$ cat src/rtl/awlp_pkg.sv
// Package for the ASCII weight line parser: character codes, fixed field
// widths and the result record passed between the parser and the output stage.
// No dependencies.
`default_nettype none
package awlp_pkg;

	// Field widths of the result, fixed by the output format
	localparam int MANT_OUT_W = 32;
	localparam int FRAC_W     = 5;
	localparam int LEN_W      = 7;
	localparam int BYTE_W     = 8;

	// Fraction digit counter stops here
	localparam logic [FRAC_W-1:0] FRAC_MAX = 5'd31;

	// Character codes
	localparam logic [BYTE_W-1:0] CHAR_LF    = 8'h0A;
	localparam logic [BYTE_W-1:0] CHAR_CR    = 8'h0D;
	localparam logic [BYTE_W-1:0] CHAR_TAB   = 8'h09;
	localparam logic [BYTE_W-1:0] CHAR_SPACE = 8'h20;
	localparam logic [BYTE_W-1:0] CHAR_MINUS = 8'h2D;
	localparam logic [BYTE_W-1:0] CHAR_COMMA = 8'h2C;
	localparam logic [BYTE_W-1:0] CHAR_POINT = 8'h2E;
	localparam logic [BYTE_W-1:0] CHAR_ZERO  = 8'h30;
	localparam logic [BYTE_W-1:0] CHAR_NINE  = 8'h39;

	typedef struct packed {
		logic signed [MANT_OUT_W-1:0] weight_mantissa;
		logic [FRAC_W-1:0]            fraction_digits;
		logic                         parse_ok;
		logic                         mantissa_saturated;
		logic [LEN_W-1:0]             frame_length;
	} result_t;

endpackage
`default_nettype wire

$ cat src/rtl/awlp_byte_if.sv
// Byte channel into the parser: valid/ready handshake with one received byte.
// Depends on awlp_pkg for the byte width.
`default_nettype none
interface awlp_byte_if;
	logic                          valid;
	logic                          ready;
	logic [awlp_pkg::BYTE_W-1:0]   rx_byte;

	modport source (output valid, output rx_byte, input ready);
	modport sink   (input valid, input rx_byte, output ready);
endinterface
`default_nettype wire

$ cat src/rtl/awlp_result_if.sv
// Result channel out of the parser: valid/ready handshake with the parsed weight.
// Depends on awlp_pkg for the field widths.
`default_nettype none
interface awlp_result_if;
	logic                                    valid;
	logic                                    ready;
	logic signed [awlp_pkg::MANT_OUT_W-1:0]  weight_mantissa;
	logic [awlp_pkg::FRAC_W-1:0]             fraction_digits;
	logic                                    parse_ok;
	logic                                    mantissa_saturated;
	logic [awlp_pkg::LEN_W-1:0]              frame_length;

	modport source (output valid, output weight_mantissa, output fraction_digits,
		output parse_ok, output mantissa_saturated, output frame_length, input ready);
	modport sink   (input valid, input weight_mantissa, input fraction_digits,
		input parse_ok, input mantissa_saturated, input frame_length, output ready);
endinterface
`default_nettype wire

$ cat src/rtl/ascii_weight_line_parser_core.sv
// ASCII weight line parser. Takes one received UART byte per transaction on rx
// and gives one transaction on result for every newline-terminated line that
// holds a non-whitespace byte: the decimal reading as a signed mantissa with a
// count of fraction digits, a parse flag, a saturation flag and the trimmed line
// length. The block takes one byte every clock cycle unless a newline is held
// back; the rate is set by the update of the line state, whose widest path is
// the multiply by ten and add of the digit accumulator. A result is loaded into
// the result register as its newline leaves the input register. Bytes keep flowing
// while a result waits to be taken; only a newline that closes a non-blank line is
// held back, and only while the result register is still full. Carriage returns are
// ignored; a line that reaches LINE_BYTES-1 stored bytes is dropped together with the
// byte that overflowed it. Depends on awlp_pkg, awlp_byte_if, awlp_result_if,
// awlp_in_stage, awlp_line_state and awlp_out_stage.
`default_nettype none
module ascii_weight_line_parser_core #(
	parameter int LINE_BYTES    = 128,
	parameter int NUMBER_CHARS  = 32,
	parameter int MANTISSA_BITS = 32
) (
	input  wire logic      clk,
	input  wire logic      arst_n,
	awlp_byte_if.sink      rx,
	awlp_result_if.source  result
);

	logic                          valid_s1;
	logic [awlp_pkg::BYTE_W-1:0]   byte_s1;
	logic                          take;
	logic                          emit;
	logic                          out_free;
	awlp_pkg::result_t             line_result;

	// Input register: holds the accepted byte for one pass through the line state
	awlp_in_stage u_in (
		.clk      (clk),
		.arst_n   (arst_n),
		.rx       (rx),
		.take     (take),
		.valid_s1 (valid_s1),
		.byte_s1  (byte_s1)
	);

	// Line state: advance counters and accumulator, form the result at the newline
	awlp_line_state #(
		.LINE_BYTES    (LINE_BYTES),
		.NUMBER_CHARS  (NUMBER_CHARS),
		.MANTISSA_BITS (MANTISSA_BITS)
	) u_line (
		.clk      (clk),
		.arst_n   (arst_n),
		.valid_s1 (valid_s1),
		.byte_s1  (byte_s1),
		.out_free (out_free),
		.take     (take),
		.emit     (emit),
		.result   (line_result)
	);

	// Result register: load only when a result-bearing newline is taken
	awlp_out_stage u_out (
		.clk      (clk),
		.arst_n   (arst_n),
		.load     (emit && take),
		.result_d (line_result),
		.free     (out_free),
		.result   (result)
	);

endmodule
`default_nettype wire

$ cat src/rtl/awlp_in_stage.sv
// Input register of the parser: holds one accepted byte until the line state takes it.
// Depends on awlp_pkg and awlp_byte_if.
`default_nettype none
module awlp_in_stage (
	input  wire logic                        clk,
	input  wire logic                        arst_n,
	awlp_byte_if.sink                        rx,
	input  wire logic                        take,
	output logic                             valid_s1,
	output logic [awlp_pkg::BYTE_W-1:0]      byte_s1
);

	// Free when empty, or when the held byte leaves in this cycle
	assign rx.ready = !valid_s1 || take;

	always_ff @(posedge clk or negedge arst_n) begin
		if (!arst_n) begin
			valid_s1 <= 1'b0;
		end else if (rx.ready) begin
			valid_s1 <= rx.valid;
		end
	end

	always_ff @(posedge clk) begin
		if (rx.ready && rx.valid) begin
			byte_s1 <= rx.rx_byte;
		end
	end

endmodule
`default_nettype wire

$ cat src/rtl/awlp_line_state.sv
// Running line state: byte count, trim positions and the decimal accumulator.
// Forms the result record at the newline. Depends on awlp_pkg.
`default_nettype none
module awlp_line_state #(
	parameter int LINE_BYTES    = 128,
	parameter int NUMBER_CHARS  = 32,
	parameter int MANTISSA_BITS = 32
) (
	input  wire logic                        clk,
	input  wire logic                        arst_n,
	input  wire logic                        valid_s1,
	input  wire logic [awlp_pkg::BYTE_W-1:0] byte_s1,
	input  wire logic                        out_free,
	output logic                             take,
	output logic                             emit,
	output awlp_pkg::result_t                result
);

	localparam int POS_W  = $clog2(LINE_BYTES);
	localparam int KEPT_W = $clog2(NUMBER_CHARS);
	localparam int MAG_W  = MANTISSA_BITS - 1;
	localparam int PROD_W = MAG_W + 4;
	localparam int EXT_W  = (MAG_W > awlp_pkg::MANT_OUT_W) ? MAG_W : awlp_pkg::MANT_OUT_W;
	localparam int LENC_W = (POS_W + 1 > awlp_pkg::LEN_W) ? POS_W + 1 : awlp_pkg::LEN_W;

	localparam logic [POS_W-1:0]  LINE_LAST = POS_W'(LINE_BYTES - 1);
	localparam logic [KEPT_W-1:0] KEPT_LAST = KEPT_W'(NUMBER_CHARS - 1);
	localparam logic [MAG_W-1:0]  MAG_LIMIT = '1;

	logic [POS_W-1:0]           line_q, line_d;
	logic [KEPT_W-1:0]          kept_q, kept_d;
	logic                       point_q, point_d;
	logic                       digit_q, digit_d;
	logic                       minus_q, minus_d;
	logic [MAG_W-1:0]           mag_q, mag_d;
	logic [awlp_pkg::FRAC_W-1:0] frac_q, frac_d;
	logic                       clamp_q, clamp_d;
	logic [POS_W-1:0]           first_q, first_d;
	logic [POS_W-1:0]           last_q, last_d;
	logic                       content_q, content_d;

	logic                       is_lf, is_cr, is_white, is_digit, can_keep;
	logic [PROD_W-1:0]          prod;
	logic [EXT_W-1:0]           mag_ext, mant_ext;
	logic [LENC_W-1:0]          len_calc;

	assign is_lf    = (byte_s1 == awlp_pkg::CHAR_LF);
	assign is_cr    = (byte_s1 == awlp_pkg::CHAR_CR);
	assign is_white = (byte_s1 == awlp_pkg::CHAR_SPACE) ||
		(byte_s1 >= awlp_pkg::CHAR_TAB && byte_s1 <= awlp_pkg::CHAR_CR);
	assign is_digit = (byte_s1 >= awlp_pkg::CHAR_ZERO) && (byte_s1 <= awlp_pkg::CHAR_NINE);
	assign can_keep = (kept_q != KEPT_LAST);

	// mag*10 + d; overflow past the limit shows in the top four bits
	assign prod = (PROD_W'(mag_q) << 3) + (PROD_W'(mag_q) << 1)
		+ PROD_W'(byte_s1 - awlp_pkg::CHAR_ZERO);

	// Hold a result-bearing newline while the output register is full
	assign emit = valid_s1 && is_lf && (line_q != '0) && content_q;
	assign take = valid_s1 && (!emit || out_free);

	always_comb begin
		line_d    = line_q;
		kept_d    = kept_q;
		point_d   = point_q;
		digit_d   = digit_q;
		minus_d   = minus_q;
		mag_d     = mag_q;
		frac_d    = frac_q;
		clamp_d   = clamp_q;
		first_d   = first_q;
		last_d    = last_q;
		content_d = content_q;
		if (is_lf || (!is_cr && line_q >= LINE_LAST)) begin
			// End of line: clear the line state; overflow: drop the whole line
			line_d    = '0;
			kept_d    = '0;
			point_d   = 1'b0;
			digit_d   = 1'b0;
			minus_d   = 1'b0;
			mag_d     = '0;
			frac_d    = '0;
			clamp_d   = 1'b0;
			first_d   = '0;
			last_d    = '0;
			content_d = 1'b0;
		end else if (!is_cr) begin
			if (!is_white) begin
				if (!content_q) begin
					first_d = line_q;
				end
				last_d    = line_q;
				content_d = 1'b1;
			end
			if (can_keep) begin
				if (is_digit) begin
					if (clamp_q || prod[PROD_W-1:MAG_W] != '0) begin
						mag_d   = MAG_LIMIT;
						clamp_d = 1'b1;
					end else begin
						mag_d = prod[MAG_W-1:0];
					end
					if (point_q && frac_q != awlp_pkg::FRAC_MAX) begin
						frac_d = frac_q + 1'b1;
					end
					digit_d = 1'b1;
					kept_d  = kept_q + 1'b1;
				end else if (byte_s1 == awlp_pkg::CHAR_MINUS && kept_q == '0) begin
					minus_d = 1'b1;
					kept_d  = kept_q + 1'b1;
				end else if ((byte_s1 == awlp_pkg::CHAR_POINT ||
					byte_s1 == awlp_pkg::CHAR_COMMA) && !point_q) begin
					point_d = 1'b1;
					kept_d  = kept_q + 1'b1;
				end
			end
			line_d = line_q + 1'b1;
		end
	end

	always_ff @(posedge clk or negedge arst_n) begin
		if (!arst_n) begin
			line_q    <= '0;
			kept_q    <= '0;
			point_q   <= 1'b0;
			digit_q   <= 1'b0;
			minus_q   <= 1'b0;
			mag_q     <= '0;
			frac_q    <= '0;
			clamp_q   <= 1'b0;
			first_q   <= '0;
			last_q    <= '0;
			content_q <= 1'b0;
		end else if (take) begin
			line_q    <= line_d;
			kept_q    <= kept_d;
			point_q   <= point_d;
			digit_q   <= digit_d;
			minus_q   <= minus_d;
			mag_q     <= mag_d;
			frac_q    <= frac_d;
			clamp_q   <= clamp_d;
			first_q   <= first_d;
			last_q    <= last_d;
			content_q <= content_d;
		end
	end

	// Result record from the state held before the newline
	assign mag_ext  = EXT_W'(mag_q);
	assign mant_ext = minus_q ? (EXT_W'(0) - mag_ext) : mag_ext;
	assign len_calc = LENC_W'(last_q) - LENC_W'(first_q) + LENC_W'(1);

	always_comb begin
		result.weight_mantissa    = digit_q ? mant_ext[awlp_pkg::MANT_OUT_W-1:0] : '0;
		result.fraction_digits    = digit_q ? frac_q : '0;
		result.parse_ok           = digit_q;
		result.mantissa_saturated = digit_q && clamp_q;
		result.frame_length       = len_calc[awlp_pkg::LEN_W-1:0];
	end

endmodule
`default_nettype wire

$ cat src/rtl/awlp_out_stage.sv
// Result register of the parser: holds one finished line result until taken.
// Depends on awlp_pkg and awlp_result_if.
`default_nettype none
module awlp_out_stage (
	input  wire logic          clk,
	input  wire logic          arst_n,
	input  wire logic          load,
	input  awlp_pkg::result_t  result_d,
	output logic               free,
	awlp_result_if.source      result
);

	logic              valid_q;
	awlp_pkg::result_t data_q;

	assign free = !valid_q || result.ready;

	always_ff @(posedge clk or negedge arst_n) begin
		if (!arst_n) begin
			valid_q <= 1'b0;
		end else if (free) begin
			valid_q <= load;
		end
	end

	always_ff @(posedge clk) begin
		if (free && load) begin
			data_q <= result_d;
		end
	end

	assign result.valid              = valid_q;
	assign result.weight_mantissa    = data_q.weight_mantissa;
	assign result.fraction_digits    = data_q.fraction_digits;
	assign result.parse_ok           = data_q.parse_ok;
	assign result.mantissa_saturated = data_q.mantissa_saturated;
	assign result.frame_length       = data_q.frame_length;

endmodule
`default_nettype wire
$ cat src/flat_wrapper.sv
// flat-port wrapper written by rule: the top's interface ports become plain ports
module ascii_weight_line_parser_core_flat 
#(
	parameter int LINE_BYTES    = 128,
	parameter int NUMBER_CHARS  = 32,
	parameter int MANTISSA_BITS = 32
)
  (clk, arst_n, rx_valid, rx_rx_byte, rx_ready, result_valid, result_weight_mantissa, result_fraction_digits, result_parse_ok, result_mantissa_saturated, result_frame_length, result_ready);
  awlp_byte_if rx_i ();
  awlp_result_if result_i ();
  input  wire logic clk;
  input  wire logic arst_n;
  input wire logic [$bits(rx_i.valid)-1:0] rx_valid;
  input wire logic [$bits(rx_i.rx_byte)-1:0] rx_rx_byte;
  output wire logic [$bits(rx_i.ready)-1:0] rx_ready;
  output wire logic [$bits(result_i.valid)-1:0] result_valid;
  output wire logic [$bits(result_i.weight_mantissa)-1:0] result_weight_mantissa;
  output wire logic [$bits(result_i.fraction_digits)-1:0] result_fraction_digits;
  output wire logic [$bits(result_i.parse_ok)-1:0] result_parse_ok;
  output wire logic [$bits(result_i.mantissa_saturated)-1:0] result_mantissa_saturated;
  output wire logic [$bits(result_i.frame_length)-1:0] result_frame_length;
  input wire logic [$bits(result_i.ready)-1:0] result_ready;
  assign rx_i.valid = rx_valid;
  assign rx_i.rx_byte = rx_rx_byte;
  assign rx_ready = rx_i.ready;
  assign result_valid = result_i.valid;
  assign result_weight_mantissa = result_i.weight_mantissa;
  assign result_fraction_digits = result_i.fraction_digits;
  assign result_parse_ok = result_i.parse_ok;
  assign result_mantissa_saturated = result_i.mantissa_saturated;
  assign result_frame_length = result_i.frame_length;
  assign result_i.ready = result_ready;
  ascii_weight_line_parser_core #(.LINE_BYTES(LINE_BYTES), .NUMBER_CHARS(NUMBER_CHARS), .MANTISSA_BITS(MANTISSA_BITS)) u_core (.clk(clk), .arst_n(arst_n), .rx(rx_i), .result(result_i));
endmodule
$ cat config.mk
export PLATFORM = sky130hd
export DESIGN_NAME = ascii_weight_line_parser_core_flat
export DESIGN_NICKNAME = d
export VERILOG_FILES = /design/src/rtl/awlp_pkg.sv /design/src/rtl/awlp_byte_if.sv /design/src/rtl/awlp_result_if.sv /design/src/rtl/ascii_weight_line_parser_core.sv /design/src/rtl/awlp_in_stage.sv /design/src/rtl/awlp_line_state.sv /design/src/rtl/awlp_out_stage.sv /design/src/flat_wrapper.sv
export SDC_FILE = /design/constraint.sdc
export NUM_CORES = 1
export LEC_CHECK = 0
export BUFFER_PORTS_ARGS = -buffer_cell sky130_fd_sc_hd__buf_2
export CAP_MARGIN = 20
export CORE_ASPECT_RATIO = 0.6
export CORE_MARGIN = 1.5
export CORE_UTILIZATION = 50
export CTS_CLUSTER_SIZE = 12
export DETAILED_ROUTE_END_ITERATION = 12
export HOLD_SLACK_MARGIN = 0.02
export PLACE_DENSITY = 0.78
export SLEW_MARGIN = 20
export SYNTH_ARGS = -nofsm -noshare
export SYNTH_HDL_FRONTEND = slang
export SYNTH_SLANG_ARGS = --single-unit
$ cat constraint.sdc
create_clock -name clk -period 13.6 [get_ports clk]
set_input_delay 0.68 -clock clk [delete_from_list [all_inputs] [get_ports clk]]
set_output_delay 0.68 -clock clk [all_outputs]
set_load 0.05 [all_outputs]
# After elaboration in Yosys (flattened, before gate mapping)
# Index checks and enable logic that the tools add are counted.
# totals
register_bits	123
elab_cells	142
input_bits	12
output_inout_bits	48
# classes
magnitude_cmp	5
eq_ne	13
muxes	49
n_addsub	9
n_reduce_logical	46
# ops
op	n
$mux W31	6
$mux W7	9
$mux W5	11
$add A34 B32 Y35	1
$add A35 B35 Y35	1
$eq A8 B6 Y1 const B	4
$sub A1 B31 Y32 const A	1
$mux W1	23
$eq A8 B4 Y1 const B	2
$reduce_and A5 Y1	3
$add A7 B1 Y7 const B	2
$logic_and A1 B1 Y1	14
$reduce_and A4 Y1	3
$reduce_bool A2 Y1	6
$add A5 B1 Y5 const B	2
$ne A5 B5 Y1 const B	2
$sub A8 B6 Y9 const B	1
$ge A8 B4 Y1 const B	1
$ge A8 B6 Y1 const B	1
$le A8 B4 Y1 const B	1
$le A8 B6 Y1 const B	1
$ne A2 B1 Y1 const B	4
$reduce_bool A4 Y1	2
$ge A7 B7 Y1 const B	1
9 further kinds	20

# Longest topological paths before layout
# logic_depth
word_depth	9
ltp_mapped	16
ltp_nobuf	14

# By module
# From an unflattened synthesis, not the netlist that was laid out.
# hier_totals
hier_cells	809
area_unflattened_um2	8379.3
# modules_own_cells
module	cells_each	seq_area_each_um2	n_inst	area_per_inst_um2
awlp_line_state	746	1676.6	1	6643.9
awlp_out_stage	50	1406.3	1	1435.1
awlp_in_stage	12	265.3	1	294.0
ascii_weight_line_parser_core	1	0.0	1	6.3

# Worst setup path after synthesis
# No wires, ideal clock.
# synth_timing
path_type	register -> register
start	reg u_core.u_in.byte_s1[5] (netlist bit)
end	reg u_core.u_line.mag_q[16]
path_buffers	3
setup_time_ns	0.125
arrival_ns	4.813
path_stages_with_launch	17
path_slack_ns	8.662
synth_period_minus_slack_ns	4.938
required_time_ns	13.475
path_cell_list	edfxtp_1 -> ha_1 -> or3_1 -> inv_1 -> fa_1 -> ha_1 -> buf_4 -> and3_4 -> and2_4 -> a221oi_4 -> nor2_1 -> or4_1 -> a211o_1 -> buf_6 -> buf_6 -> o41ai_2 -> nand2_1
# synth_via
elab_chain_cells	9
word_cells_on_any_way	27
classes_between	2 x add/sub; 2 x order compare; 3 x eq/ne; 5 x mux; 15 x reduce/logical
# synth_lines
item	line	source
from (decl)	awlp_in_stage.sv:10	output logic [awlp_pkg::BYTE_W-1:0] byte_s1
from (signal assigned)	awlp_in_stage.sv:26	byte_s1 <= rx.rx_byte;
$sub A8 B6 Y9	awlp_line_state.sv:56	+ PROD_W'(byte_s1 - awlp_pkg::CHAR_ZERO);
$add A35 B35 Y35	awlp_line_state.sv:56	
$reduce_bool A4 Y1	awlp_line_state.sv:97	if (clamp_q || prod[PROD_W-1:MAG_W] != '0) begin
$logic_or A1 B1 Y1	awlp_line_state.sv:97	
$mux W31	awlp_line_state.sv:97	
$mux W31	awlp_line_state.sv:96	if (is_digit) begin
$mux W31	awlp_line_state.sv:95	if (can_keep) begin
$mux W31	awlp_line_state.sv:87	end else if (!is_cr) begin
$mux W31	awlp_line_state.sv:74	if (is_lf || (!is_cr && line_q >= LINE_LAST)) begin
to (signal assigned)	awlp_line_state.sv:140	mag_q <= mag_d;
to (decl)	awlp_line_state.sv:35	logic [MAG_W-1:0] mag_q, mag_d;
# Parallel ways exist; a longest one is shown, timed or not. The select of a mux whose other input is x is not followed.
# A chain may end at the register's enable or synchronous reset.

# Final worst setup path
# layout_timing
start	reg u_core.u_in.byte_s1[5] (netlist bit)
end	reg u_core.u_line.mag_q[17]
# The elaborated chain is that of the path after synthesis.

==> impl_metrics.tcl <==
set metrics [dict create \
    gpl.final_weighted_congestion 1.013 \
    max-cap-violations 0 \
    finalClockSkew_ns 0.008251 \
    clock_tree.buffer_depth 2 \
    tritoncts "done" \
    routed-wl-met2_mm 7.610 \
    finish.net_count 1037 \
    dr.pass1.iters 5 \
    ant_diodes 0 \
    synth-main-ff-cell "dfrtp_1" \
    core_region_area_um2 17080 \
    critPathMaxFanout 27 \
    globalRouteTotalUtil 0.2424 \
    dr_total_vias 7042 \
    critical_path.cell_chain "ha_1, or3_1, inv_1, buf_4, fa_1, ha_1, a21oi_1, o21ai_1, nor2_1, a21oi_1, or4b_1, and3_1, nor4_1, o21ai_1" \
    crit_path_end "u_core.u_line.mag_q[17]" \
    antenna_found_initial 0 \
    yosys.cell_count.top_type "nand2_1" \
    worstRegToRegCells 14 \
    status "completed" \
    post_synth_main_area_contributors "dfrtp_1 20%, edfxtp_1 19%, ha_1 8.3%" \
    setup.worst_path.start "u_core.u_in.byte_s1[5]" \
    synth_nets 992 \
    io_buffers 59 \
    yosys.area.top_type "dfrtp_1" \
    worst_r2r_startpoint "u_core.u_in.byte_s1[5]" \
    yosys-top-cells-count "97 x nand2_1, 69 x dfrtp_1, 58 x ha_1" \
    grt_first_pass_wirelength_mm 34.55 \
    path_buf_inv 2 \
    cts.root.buffer_cell "clkbuf_16" \
    critical_path_class "flip-flop to flip-flop" \
    rows 37 \
    detail_route.vias_per_cell 5.953 \
    cts_htree_levels 4 \
    num_io_pins 60 \
    place.detailed.hpwl_mm 16.07 \
    route.detailed.drc 0 \
    hold_violations 0 \
    drt.antenna.violating_nets 0 \
    route.layer.met1.wl_mm 10.69 \
    timing.critical_path.from_type "flip-flop" \
    first_global_vias 6404 \
    crit_arrival_ns 5.97 \
    max_freq_ghz 0.1746 \
    area_growth_from_synthesis_to_final_layout_pct 11.59 \
    die_area_um2 18270 \
    cts.hold.buffers_added 0 \
    initial_utilization 0.5107 \
    synth_area_um2 8723 \
    route.top_layer_used "met4" \
    sort_of_element_at_the_end_of_the_critical_path "flip-flop" \
    worstReg2RegEnd "u_core.u_line.mag_q[17]" \
    synth_edf_count 54 \
    global_route.overflow_total 0 \
    tightest_slew_ns 1.107 \
    synth.yosys.seq_area_share 0.3838 \
    slew-limit-headroom 0.2618 \
    postSynth.asyncResetShare 0.5610 \
    grt_start_max_net_pins 70 \
    clkTransAtPathRegs_ns 0.06 \
    path_delay_family "simple AND/OR/NAND/NOR gates" \
    synthesis.instances 891 \
    finalCritPeriodShare 0.4212 \
    holdCritStartpoint "rx_rx_byte[1]" \
    crit_path_top_delay_cell "or4b_1" \
    worst_hold_path_type "input port to flip-flop" \
    drt_iter0_drc 753 \
    critical_path.max_stage_delay_ns 0.59 \
    synth-warning-count 0 \
    clkLatencyLatePin_ns 0.41 \
    grt_setup_unrepaired "false" \
    cts_inserted_buffers 17 \
    finalSetupTns_ns 0 \
    synthDistinctLibCells 73 \
    avgSynthCellArea_um2 9.791 \
    worst-r2r-setup-slack_ns 7.87 \
    synth-seq-cells 123 \
    cp.depth 14 \
    timing.final.max_slew_violations 0 \
    routed-wl-met3_mm 2.824 \
    postLayoutCoreUtil 0.5698 \
    wirelength_mm 21.30 \
    post-cts-setup-buffer-count 0 \
    timing.final.setup_violations 0 \
    final_layout_size_suffix_gt1_frac 0.1233 \
    clock_sinks 123 \
    die-height_um 105.3 \
    critical_path_required_ns 13.85 \
    cts-resized-gates 0 \
    route.detailed.wl_per_inst_um 18.01 \
    die_width_um 173.5 \
    yosysTopAreaCellShare 0.1979 \
    finalWorstPathRequiredPeriod_ns 5.728 \
]
-- final cells by class --
cell class                 instances  area (µm²)
inverter                          43       161.4
clock inverter                    13       121.4
timing repair buffer              64       332.8
tap                              234       292.8
fill                            1458        7348
multi-input combinational        687        5045
sequential                       123        3348
clock buffer                      19       432.9
-- worst register-to-register path: stages (launching register included) --
cell,delay [ns]
edfxtp_1,0.46
ha_1,0.27
or3_1,0.50
inv_1,0.44
buf_4,0.35
fa_1,0.50
ha_1,0.39
a21oi_1,0.32
o21ai_1,0.22
nor2_1,0.19
a21oi_1,0.20
or4b_1,0.59
and3_1,0.52
nor4_1,0.49
o21ai_1,0.12
-- registers in the layout, indices dropped and copies added, names as in the netlist --
signal / cells
u_core.u_out.result.frame_length: 7
u_core.u_out.result.valid: 1
u_core.u_line.point_q: 1
u_core.u_line.last_q: 7
u_core.u_line.kept_q: 5
u_core.u_out.result.weight_mantissa: 32
u_core.u_line.line_q: 7
u_core.u_line.frac_q: 5
u_core.u_line.mag_q: 31
u_core.u_in.valid_s1: 1
u_core.u_line.minus_q: 1
u_core.u_line.digit_q: 1
u_core.u_out.result.parse_ok: 1
u_core.u_out.result.mantissa_saturated: 1
u_core.u_in.byte_s1: 8
u_core.u_line.first_q: 7
u_core.u_line.clamp_q: 1
u_core.u_out.result.fraction_digits: 5
u_core.u_line.content_q: 1
-- routing by layer --
metal  up-vias  global-route usage
met5         -                   0
met1      3338              0.3912
met4         0             0.05280
li1       3353                   -
met2       335              0.2880
met3        16             0.09812
-- logic make-up after synthesis --
family,after synthesis,synth area share
muxes,2,0.002438
DFF,123,0.3838
buffers and inverters,81,0.03944
adders and majority gates,89,0.1543
AOI/OAI and AO/OA,230,0.1740
xor gates and xnor gates,68,0.06913
and+or+nand+nor,298,0.1769
-- metrics by stage --
stage,instance area [µm²],setup WS [ns],hold WS [ns],std cells
final,9734,7.872,0.4547,1183
after global placement,9178,8.205,0.4740,1151
after CTS,9732,7.997,0.4503,1183
after detailed placement,9178,8.107,0.4807,1151
after floorplan,8723,8.662,0.3844,891
after global routing,9734,7.625,0.4488,1183
-- cells in the final DEF (no fill, tap or decap), types with 12 or more instances in the layout --
| cell type | count |
|---|---|
| nand2_1 | 97 |
| dfrtp_1 | 69 |
| buf_2 | 59 |
| ha_1 | 58 |
| edfxtp_1 | 54 |
| xnor2_1 | 50 |
| a21oi_1 | 45 |
| inv_1 | 43 |
| and2_1 | 41 |
| o21ai_0 | 40 |
| o21ai_1 | 40 |
| nor2_1 | 39 |
| fa_1 | 31 |
| nor4_1 | 26 |
| nand3_1 | 20 |
| xor2_1 | 17 |
| clkbuf_16 | 17 |
| o31ai_1 | 16 |
| o211ai_1 | 14 |
| or3_1 | 12 |
| nand2b_1 | 12 |
-- how the worst min path moves through the flow --
stage,slack [ns],depth (start not counted),to
global placement,0.47,2,u_core.u_line.last_q[3]
detailed placement,0.48,2,u_core.u_line.last_q[1]
global route,0.45,1,u_core.u_in.byte_s1[1]
finish,0.45,1,u_core.u_in.byte_s1[1]
CTS,0.45,1,u_core.u_in.byte_s1[1]
floorplan,0.38,0,u_core.u_in.valid_s1
Power is left out: the tool's default activity adds up to more than one toggle a clock period on the data nets, which glitch-free logic cannot reach.
